`config.mk`:
```
export PLATFORM = sky130hd
export DESIGN_NAME = hdlc_async_deframer_core
export DESIGN_NICKNAME = d
export VERILOG_FILES = /design/src/hdlcd_pkg.sv /design/src/hdlc_async_deframer_core.sv
export SDC_FILE = /design/constraint.sdc
export NUM_CORES = 1
export LEC_CHECK = 0
export BUFFER_PORTS_ARGS = -buffer_cell sky130_fd_sc_hd__buf_2
export CORE_ASPECT_RATIO = 0.8
export CORE_MARGIN = 3
export CORE_UTILIZATION = 45
export CTS_CLUSTER_DIAMETER = 30
export CTS_CLUSTER_SIZE = 10
export DETAILED_ROUTE_END_ITERATION = 10
export GPL_ROUTABILITY_DRIVEN = 0
export PLACE_DENSITY = 0.6
export SLEW_MARGIN = 20
export SYNTH_ARGS = -nofsm -noshare
export SYNTH_HDL_FRONTEND = slang
export SYNTH_SLANG_ARGS = --single-unit
```
`constraint.sdc`:
```
create_clock -name clk_i -period 2.94 [get_ports clk_i]
set_clock_uncertainty 0.05 [all_clocks]
set_input_delay 0.147 -clock clk_i [delete_from_list [all_inputs] [get_ports clk_i]]
set_output_delay 0.147 -clock clk_i [all_outputs]
set_load 0.03 [all_outputs]
```
`src/hdlcd_pkg.sv`:
```
package hdlcd_pkg;

  localparam int unsigned MAX_FRAME = 4096;
  localparam int unsigned CNT_W = 13;

  localparam logic [7:0] FLAG_BYTE = 8'h7E;
  localparam logic [7:0] ESC_BYTE = 8'h7D;
  localparam logic [7:0] ESC_XOR = 8'h20;

  localparam logic [15:0] FCS_INIT = 16'hFFFF;
  localparam logic [15:0] FCS_POLY = 16'h8408;
  localparam logic [15:0] FCS_GOOD = 16'hF0B8;

  localparam logic [CNT_W-1:0] MAX_FRAME_CNT = CNT_W'(MAX_FRAME);
  localparam logic [CNT_W-1:0] MIN_FRAME_CNT = CNT_W'(2);

  localparam logic [1:0] KIND_DATA = 2'd0;
  localparam logic [1:0] KIND_GOOD = 2'd1;
  localparam logic [1:0] KIND_BAD = 2'd2;
  localparam logic [1:0] KIND_ABORT = 2'd3;

  // reflected ccitt fcs-16, one byte
  function automatic logic [15:0] fcs_update(input logic [15:0] fcs, input logic [7:0] b);
    logic [15:0] f;
    f = fcs ^ {8'h00, b};
    for (int i = 0; i < 8; i++) begin
      if (f[0]) begin
        f = (f >> 1) ^ FCS_POLY;
      end else begin
        f = f >> 1;
      end
    end
    return f;
  endfunction

endpackage

```
`src/hdlc_async_deframer_core.sv`:
```
// path: an accepted input item passes the input register, then the result register
// throughput: one input item per cycle unless a waiting result stalls it; the
//   byte-wide fcs update and unstuffing are combinational between those registers
// escape bytes, bytes after overflow and stalled slots give no result
// reset: asynchronous active low; fcs to 0xffff, counts, flags and held bytes to 0
module hdlc_async_deframer_core import hdlcd_pkg::*; (
  input  logic        clk_i,
  input  logic        rst_ni,
  input  logic        in_valid_i,
  output logic        in_ready_o,
  input  logic [7:0]  rx_byte_i,
  output logic        res_valid_o,
  input  logic        res_ready_i,
  output logic [1:0]  kind_o,
  output logic [7:0]  payload_o,
  output logic [12:0] frame_length_o,
  output logic [15:0] fcs_error_count_o,
  output logic [15:0] abort_count_o
);

  // input register
  logic       in_valid_q;
  logic [7:0] in_byte_q;

  // frame state
  logic             esc_q, esc_d;
  logic [15:0]      fcs_q, fcs_d;
  logic [CNT_W-1:0] cnt_q, cnt_d;
  logic             ovf_q, ovf_d;
  logic [7:0]       held0_q, held0_d, held1_q, held1_d;
  logic [15:0]      bad_q, bad_d, abort_q, abort_d;

  // result register
  logic        out_valid_q;
  logic [1:0]  kind_q, kind_d;
  logic [7:0]  payload_q, payload_d;
  logic [12:0] len_q, len_d;
  logic [15:0] bad_out_q, abort_out_q;

  logic       advance;
  logic       has_res;
  logic [7:0] data_b;

  assign advance = in_valid_q && (!out_valid_q || res_ready_i);
  assign in_ready_o = !in_valid_q || advance;

  always_comb begin
    esc_d     = esc_q;
    fcs_d     = fcs_q;
    cnt_d     = cnt_q;
    ovf_d     = ovf_q;
    held0_d   = held0_q;
    held1_d   = held1_q;
    bad_d     = bad_q;
    abort_d   = abort_q;
    has_res   = 1'b0;
    kind_d    = KIND_DATA;
    payload_d = 8'h00;
    len_d     = 13'd0;
    data_b    = in_byte_q;
    if (in_byte_q == FLAG_BYTE) begin
      has_res = 1'b1;
      len_d   = (cnt_q >= MIN_FRAME_CNT) ? 13'(cnt_q - MIN_FRAME_CNT) : 13'd0;
      priority if (esc_q) begin
        esc_d   = 1'b0;
        abort_d = abort_q + 16'd1;
        kind_d  = KIND_ABORT;
      end else if (cnt_q >= MIN_FRAME_CNT && fcs_q == FCS_GOOD && !ovf_q) begin
        kind_d = KIND_GOOD;
      end else begin
        bad_d  = bad_q + 16'd1;
        kind_d = KIND_BAD;
      end
      fcs_d   = FCS_INIT;
      cnt_d   = '0;
      ovf_d   = 1'b0;
      held0_d = 8'h00;
      held1_d = 8'h00;
    end else if (!esc_q && in_byte_q == ESC_BYTE) begin
      esc_d = 1'b1;
    end else begin
      if (esc_q) begin
        esc_d  = 1'b0;
        data_b = in_byte_q ^ ESC_XOR;
      end
      if (!ovf_q) begin
        if (cnt_q >= MIN_FRAME_CNT) begin
          has_res   = 1'b1;
          payload_d = held0_q;
        end
        held0_d = held1_q;
        held1_d = data_b;
        fcs_d   = fcs_update(fcs_q, data_b);
        cnt_d   = cnt_q + CNT_W'(1);
        if (cnt_d >= MAX_FRAME_CNT) begin
          ovf_d = 1'b1;
        end
      end
    end
  end

  always_ff @(posedge clk_i or negedge rst_ni) begin
    if (!rst_ni) begin
      in_valid_q  <= 1'b0;
      in_byte_q   <= 8'h00;
      esc_q       <= 1'b0;
      fcs_q       <= FCS_INIT;
      cnt_q       <= '0;
      ovf_q       <= 1'b0;
      held0_q     <= 8'h00;
      held1_q     <= 8'h00;
      bad_q       <= 16'd0;
      abort_q     <= 16'd0;
      out_valid_q <= 1'b0;
      kind_q      <= KIND_DATA;
      payload_q   <= 8'h00;
      len_q       <= 13'd0;
      bad_out_q   <= 16'd0;
      abort_out_q <= 16'd0;
    end else begin
      if (in_ready_o) begin
        in_valid_q <= in_valid_i;
        if (in_valid_i) begin
          in_byte_q <= rx_byte_i;
        end
      end
      if (advance) begin
        esc_q       <= esc_d;
        fcs_q       <= fcs_d;
        cnt_q       <= cnt_d;
        ovf_q       <= ovf_d;
        held0_q     <= held0_d;
        held1_q     <= held1_d;
        bad_q       <= bad_d;
        abort_q     <= abort_d;
        out_valid_q <= has_res;
        if (has_res) begin
          kind_q      <= kind_d;
          payload_q   <= payload_d;
          len_q       <= len_d;
          bad_out_q   <= bad_d;
          abort_out_q <= abort_d;
        end
      end else if (res_ready_i) begin
        out_valid_q <= 1'b0;
      end
    end
  end

  assign res_valid_o       = out_valid_q;
  assign kind_o            = kind_q;
  assign payload_o         = payload_q;
  assign frame_length_o    = len_q;
  assign fcs_error_count_o = bad_out_q;
  assign abort_count_o     = abort_out_q;

  a_ovf_at_max: assert property (@(posedge clk_i) disable iff (!rst_ni)
    ovf_q |-> cnt_q == MAX_FRAME_CNT)
    else $error("overflow flag without full count");

  a_cnt_range: assert property (@(posedge clk_i) disable iff (!rst_ni)
    cnt_q <= MAX_FRAME_CNT)
    else $error("byte count beyond frame limit");

  a_end_no_payload: assert property (@(posedge clk_i) disable iff (!rst_ni)
    out_valid_q && kind_q != KIND_DATA |-> payload_q == 8'h00)
    else $error("end item carries payload");

  a_data_no_len: assert property (@(posedge clk_i) disable iff (!rst_ni)
    out_valid_q && kind_q == KIND_DATA |-> len_q == 13'd0)
    else $error("payload item carries length");

  a_stall_holds_input: assert property (@(posedge clk_i) disable iff (!rst_ni)
    in_valid_q && !advance |=> in_valid_q && $stable(in_byte_q))
    else $error("input register lost a stalled item");

endmodule

```
==> results by group, run 1 <==
Die
  – # IOs: between 60 and 70
  – Die area: ~0.018 mm2
  – Die span in x: about 150 um
  – FP Rows: 40
  – Die Height: around 120 um
  – Core area: 0.0153 mm2
  – Initial Utilization: 0.469

Pwr
  – Leak: 3.76 nW
  – Overall power: 8.16 mW
  – Pwr Density: roughly 940 mW/mm2
  – Comb pwr share: 0.354
  – Power share of the clock group: 0.293
  – Net Sw Power: about 3 mW
  – P_int: ~5.2 mW
  – Sw frac: 0.357
  – Sequential Power Share: 0.353
  – Peak VDD IR: 515 uV

STA
  – Min Tclk post-route: around 2700 ps
  – Final hold viol count: 0
  – WHS: ~110 ps
  – Finish-stage setup viols: 0
  – Worst slew margin: 0.583
  – Worst Slack Setup Final: approximately 210 ps
  – Max Fclk: 366 MHz
  – Setup TNS: 0 ps
  – Pin slew with the least headroom to its limit: 624 ps
  – Max-slew violation count: 0
  – Unrepaired setup endpoints after global routing: no
  – Period utilisation layout: 0.929

Worst setup path
  – Crit path kind: reg2reg
  – Critical path arrival: ~3000 ps
  – Startpoint types: flop
  – Crit end category: flop
  – Critical path required time: 3230 ps
  – Max FO, Critical Path: 19

Placed design
  – Buffers on Ports: slightly below 70
  – Dpl cells: between 900 and 1000
  – Hpwl dp: around 12 mm
  – Place WS: roughly 120 ps
  – Placed Instance Area: between 0.007 and 0.008 mm2

Logic synthesis
  – EDFF count, synth: 0
  – Sequential share of the synthesized area: 0.504
  – Synth cell types: 60
  – Fraction of registers with async set/reset: 1.00
  – Syn_nets: 740
  – Yosys reg bits: between 100 and 150
  – Top FF cell, synth: dfrtp_1
  – Synth warn: 0
  – Synth Instances: 722
  – Average size of a mapped cell: about 10 um2
  – Post-Syn Area: 0.00719 mm2

Min path
  – Hold Path Class: in2reg

Clock network
  – Post_cts resized: 0
  – Clock tree from TritonCTS: yes
  – Hold buffers post-CTS: 11
  – H-tree lvl count: 4
  – Number of setup buffers added after CTS: 0
  – CTS max path bufs: 2
  – Clock transition at the registers of the reported paths: approximately 60 ps
  – Clk Latency, worst-skew pair: ~420 ps
  – TritonCTS Buffers: 17
  – Clock Tree Root: clkbuf_16
  – CTS sink count: 144

Layout
  – Share of post-route cells with drive strength above 1: 0.215
  – Layout Area Growth over Synthesis: 20.7%
  – Commonest non-fill, non-tap cell in the layout: dfrtp_1
  – Fillers: ~1400
  – Final Core Density: 0.566
  – Finished Cell Area: 0.00867 mm2
  – Number of inserted diodes: 0
  – Area of the multi-input gates: 0.00333 mm2
  – Reg area: 0.00362 mm2
  – Nets: 823
  – Commonest non-fill, non-tap cells in the layout: 128 x dfrtp_1, 77 x nand2_1, 67 x buf_2
  – Layout Cells excl Fill: 1028

Detailed routing
  – DRC Markers: 0
  – Vias per inst: approximately 5.7
  – DR iter-0 viols: slightly below 400
  – Drt total wl: roughly 17 mm
  – Antenna-violating nets left: 0
  – WL/cell: approximately 17 um
  – Vias: approximately 5800
  – Initial DRT Pass Iterations: 5

GRT
  – Number of global-route vias before repair: about 5700
  – Total gr overflow: 0
  – First-pass GRT wire length: between 20 and 30 mm
  – Largest net degree at the start of global routing: a little under 90
  – Antenna violations before repair: 0
  – Gr usage total: 0.208

Flow run
  – Max-Cap Viols: 0

Run status
  – Run status: complete, no violations
==> power groups by stage <==
stage / combinational [mW] / clock, mW / sequential, mW
6_report: 2.89 / 2.39 / 2.88
5_1_grt: 3.20 / 2.53 / 2.93
4_1_cts: 2.91 / 2.43 / 2.87
3_5_place_dp: 2.88 / 0 / 2.90
3_3_place_gp: 2.85 / 0 / 2.88
2_1_floorplan: 1.77 / 0 / 3.13
==> Yosys cell counts (3+ instances only) <==
cell type | count | share of area
dfrtp_1 | 128 | 0.45
nand2_1 | 77 | 0.040
nand3_1 | 58 | 0.040
xnor2_1 | 51 | 0.062
o21ai_0 | 46 | 0.032
clkbuf_1 | 37 | 0.019
o31ai_1 | 31 | 0.032
nor2_1 | 29 | 0.015
xor2_1 | 28 | 0.034
nor3_1 | 22 | 0.015
nand4_1 | 20 | 0.017
a21oi_1 | 16 | 0.011
dfstp_2 | 16 | 0.058
or4_1 | 15 | 0.016
mux2_2 | 14 | 0.022
inv_1 | 13 | 0.0068
a31oi_1 | 12 | 0.010
buf_2 | 10 | 0.0070
or3_1 | 10 | 0.0087
a22o_1 | 8 | 0.0097
ha_1 | 6 | 0.010
nor4_1 | 6 | 0.0052
a21o_1 | 4 | 0.0042
buf_1 | 4 | 0.0021
nand2b_1 | 4 | 0.0035
nand3b_1 | 4 | 0.0042
o22a_1 | 4 | 0.0049
a2bb2oi_1 | 3 | 0.0037
and2_1 | 3 | 0.0026
and3_1 | 3 | 0.0026
==> flip-flops by register name, summed over array words and instances (netlist names) <==
name	count
in_valid_q	1
frame_length_o	13
abort_count_o	16
payload_o	8
held0_q	8
bad_q	16
abort_q	16
esc_q	1
kind_o	2
cnt_q	13
ovf_q	1
held1_q	8
in_byte_q	8
fcs_error_count_o	16
fcs_q	16
res_valid_o	1
==> cell type report <==
class | instances | share of cell area
multi-input combinational | 513 | 0.383
tap | 210 | 0.0303
clock buffer | 21 | 0.0542
sequential | 144 | 0.418
clock inverter | 11 | 0.0212
timing repair buffer | 116 | 0.0876
inverter | 13 | 0.00563
==> path summary, 6_finish.rpt <==
| check | from | end | slack (ps) | depth (start not counted) |
|---|---|---|---|---|
| max reg2reg | cnt_q[9] | fcs_error_count_o[15] | 210 | 6 |
| max in group asynchronous | rst_ni | fcs_q[7] | 1890 | 3 |
| min in group asynchronous | rst_ni | payload_o[4] | 140 | 2 |
| min | res_ready_i | res_valid_o | 110 | 3 |
| max | cnt_q[9] | fcs_error_count_o[15] | 210 | 6 |
| min reg2reg | held0_q[6] | held0_q[6] | 430 | 2 |
==> logic make-up (layout without fill, tap and decap cells) <==
| group | Yosys count | in the layout | share of synthesized area |
|---|---|---|---|
| multiplexers | 15 | 15 | 0.0233 |
| AO/OA/AOI/OAI | 146 | 146 | 0.136 |
| flip-flops | 144 | 144 | 0.504 |
| adder cells (fa/ha/maj) | 6 | 6 | 0.0104 |
| AND/OR/NAND/NOR | 266 | 266 | 0.190 |
| buffers and inverters | 65 | 161 | 0.0367 |
| XOR/XNOR | 80 | 80 | 0.0996 |
==> routing by layer <==
layer  GRT usage  share of wire  routed length [um]  vias up
li1            -              -                   -     2773
met1       0.300           0.49                8540     2881
met2       0.314           0.45                7890      142
met3      0.0517          0.044                 773       20
met4      0.0565          0.012                 202        0
met5           0              0                   0        -
==> critical path, stage by stage (launching register included) <==
cell and delay, ps:
dfrtp_1 450, or3_1 410, a211oi_2 570, a2111oi_4 230
buf_4 260, or4_1 500, a31oi_1 170
Note: power is estimated with default switching activity, not from simulation.
==> run 2: changes to the inputs <==
--- a/config.mk
+++ b/config.mk
@@ -5,6 +5,7 @@
 export SDC_FILE = /design/constraint.sdc
 export NUM_CORES = 1
 export LEC_CHECK = 0
+export ABC_AREA = 1
 export BUFFER_PORTS_ARGS = -buffer_cell sky130_fd_sc_hd__buf_2
 export CORE_ASPECT_RATIO = 0.8
 export CORE_MARGIN = 3
==> results by group, run 2 <==
Layout
  – Reg area: between 0.003 and 0.004 mm2
  – Commonest non-fill, non-tap cells in the layout: 334 x nand2_1, 128 x dfrtp_1, 82 x inv_1
  – Area of the multi-input gates: 0.00312 mm2
  – Nets: 989
  – Share of post-route cells with drive strength above 1: 0.151
  – Layout Area Growth over Synthesis: 16.6%
  – Fillers: 1481
  – Commonest non-fill, non-tap cell in the layout: nand2_1
  – Number of inserted diodes: 0
  – Finished Cell Area: roughly 0.0085 mm2

Clock network
  – CTS max path bufs: 2
  – Clock tree from TritonCTS: yes
  – Clk Latency, worst-skew pair: 420 ps
  – Clock transition at the registers of the reported paths: around 60 ps
  – Clock Tree Root: clkbuf_16
  – Number of setup buffers added after CTS: 0
  – TritonCTS Buffers: 17
  – CTS sink count: 144
  – H-tree lvl count: 4

Worst setup path
  – R2R Setup Slk: 540 ps
  – Crit path kind: reg2reg
  – Reg-to-Reg End: bad_q[0]
  – Critical path required time: 3210 ps
  – R2R depth: 13
  – Startpoint types: flop
  – Crit end category: flop
  – Max FO, Critical Path: 25
  – Worst r2r src: cnt_q[2]
  – Critical path arrival: ~2700 ps

Detailed routing
  – DR iter-0 viols: approximately 490
  – WL/cell: between 10 and 15 um
  – DRC Markers: 0
  – Vias per inst: approximately 4.9
  – Initial DRT Pass Iterations: 5
  – Antenna-violating nets left: 0
  – Drt total wl: ~16 mm
  – Vias: approximately 5800

Logic synthesis
  – Top FF cell, synth: dfrtp_1
  – Synth cell types: between 40 and 50
  – Top cells by area, synth: dfrtp_1 44%, nand2_1 17%, dfstp_2 5.8%
  – Average size of a mapped cell: 8.10 um2
  – Top-count cell post-synth: nand2_1
  – EDFF count, synth: 0
  – Synth warn: 0
  – Cell taking the most area after synthesis: dfrtp_1
  – Sequential share of the synthesized area: 0.499
  – Fraction of registers with async set/reset: 1.00
  – Top cells by count, synth: 334 x nand2_1, 128 x dfrtp_1, 82 x inv_1, 64 x nand3_1, 41 x nor2_1
  – Synth Instances: 897
  – Synth top area share: 0.441
  – Post-Syn Area: 0.00726 mm2
  – Syn_nets: 915
  – Yosys reg bits: between 100 and 150

Pwr
  – Pwr Density: roughly 600 mW/mm2
  – Leak: about 4.4 nW
  – Peak VDD IR: about 390 uV
  – Overall power: around 5 mW

Die
  – Die span in x: ~150 um
  – # IOs: approximately 70
  – FP Rows: 40
  – Die Height: between 100 and 150 um
  – Die area: about 0.018 mm2
  – Initial Utilization: 0.471
  – Core area: 0.0154 mm2

GRT
  – First-pass GRT wire length: roughly 28 mm
  – Gr usage total: 0.197
  – Antenna violations before repair: 0
  – Number of global-route vias before repair: 5635
  – Largest net degree at the start of global routing: 79
  – Total gr overflow: 0

STA
  – Finish-stage setup viols: 0
  – Pin slew with the least headroom to its limit: 659 ps
  – Max-slew violation count: 0
  – Worst Slack Setup Final: approximately 540 ps
  – Setup TNS: 0 ps
  – Min Tclk post-route: between 2000 and 2500 ps
  – Unrepaired setup endpoints after global routing: no
  – Worst slew margin: 0.559
  – Final hold viol count: 0
  – Period utilisation layout: 0.818
  – Max Fclk: just over 400 MHz

Placed design
  – Buffers on Ports: between 60 and 70
  – Place WS: between 500 and 600 ps
  – Placed Instance Area: slightly below 0.008 mm2
  – Hpwl dp: ~11 mm

Flow run
  – Max-Cap Viols: 0

Min path
  – Hold Path Class: in2async

Run status
  – Run status: complete, no violations
## run 2: power breakdown
part | internal (mW) | total [mW] | switching [mW]
registers | 2.13 | 2.27 | 0.135
clock network | 1.38 | 2.19 | 0.813
logic | 0.252 | 0.685 | 0.434
total | 3.76 | 5.14 | 1.38
## run 2: worst max-delay path: stages, from the launching register on
cell     delay [ps]
dfrtp_1         430
inv_1           140
ha_1            200
nand2_1         100
nor2_4          130
nand2_1         110
nor2_2          120
nand2_1         170
nand3_2         380
nand2_1         180
inv_1           110
nand2_1          70
nand3_1          70
nand2_1          50
## run 2: worst max-delay path by stage
stage	depth (start not counted)	start	slack, ps	to
finish	13	cnt_q[2]	540	bad_q[0]
CTS	13	cnt_q[1]	550	fcs_error_count_o[0]
detailed placement	13	cnt_q[1]	550	bad_q[0]
floorplan	6	res_valid_o	1030	in_byte_q[1]
global route	13	cnt_q[1]	210	bad_q[0]
global placement	13	cnt_q[1]	620	fcs_error_count_o[0]
## run 2: routing by layer
| metal | GRT usage | part of all wire | wire length [um] | vias up |
|---|---|---|---|---|
| li1 | - | - | - | 2994 |
| met1 | 0.303 | 0.53 | 8620 | 2686 |
| met2 | 0.277 | 0.41 | 6710 | 142 |
| met3 | 0.0479 | 0.047 | 767 | 14 |
| met4 | 0.0508 | 0.0099 | 161 | 0 |
| met5 | 0 | 0 | 0 | - |
## run 2: layout make-up
class | count | area share
sequential | 144 | 0.428
multi-input combinational | 632 | 0.369
timing repair buffer | 86 | 0.0628
clock buffer | 26 | 0.0566
inverter | 90 | 0.0402
tap | 210 | 0.0310
clock inverter | 6 | 0.0130
## run 2: kinds of logic (layout without fill, tap and decap cells)
logic type	count (synthesis)	in the layout	synth area share
and+or+nand+nor	492	492	0.290
DFF	144	144	0.499
buffers and inverters	121	208	0.0715
AOI/OAI and AO/OA	81	81	0.0639
xor gates and xnor gates	49	49	0.0591
adders and majority gates	6	6	0.0103
muxes	4	4	0.00620
## run 2: through the flow
stage	hold slack, ps	util	cells
2_1_floorplan	-199	-	897
3_3_place_gp	3.78	0.505	1152
3_5_place_dp	4.88	0.505	1152
4_1_cts	120	0.550	1194
5_1_grt	147	0.550	1194
6_report	125	0.550	1194
## run 2: timing repair
| action | 4_1_cts | 5_1_grt |
|---|---|---|
| resized for setup | 0 | 0 |
| hold endpoints to repair | 104 | 0 |
| endpoints found under the setup margin | 0 | 0 |
| hold buffers | 10 | 0 |
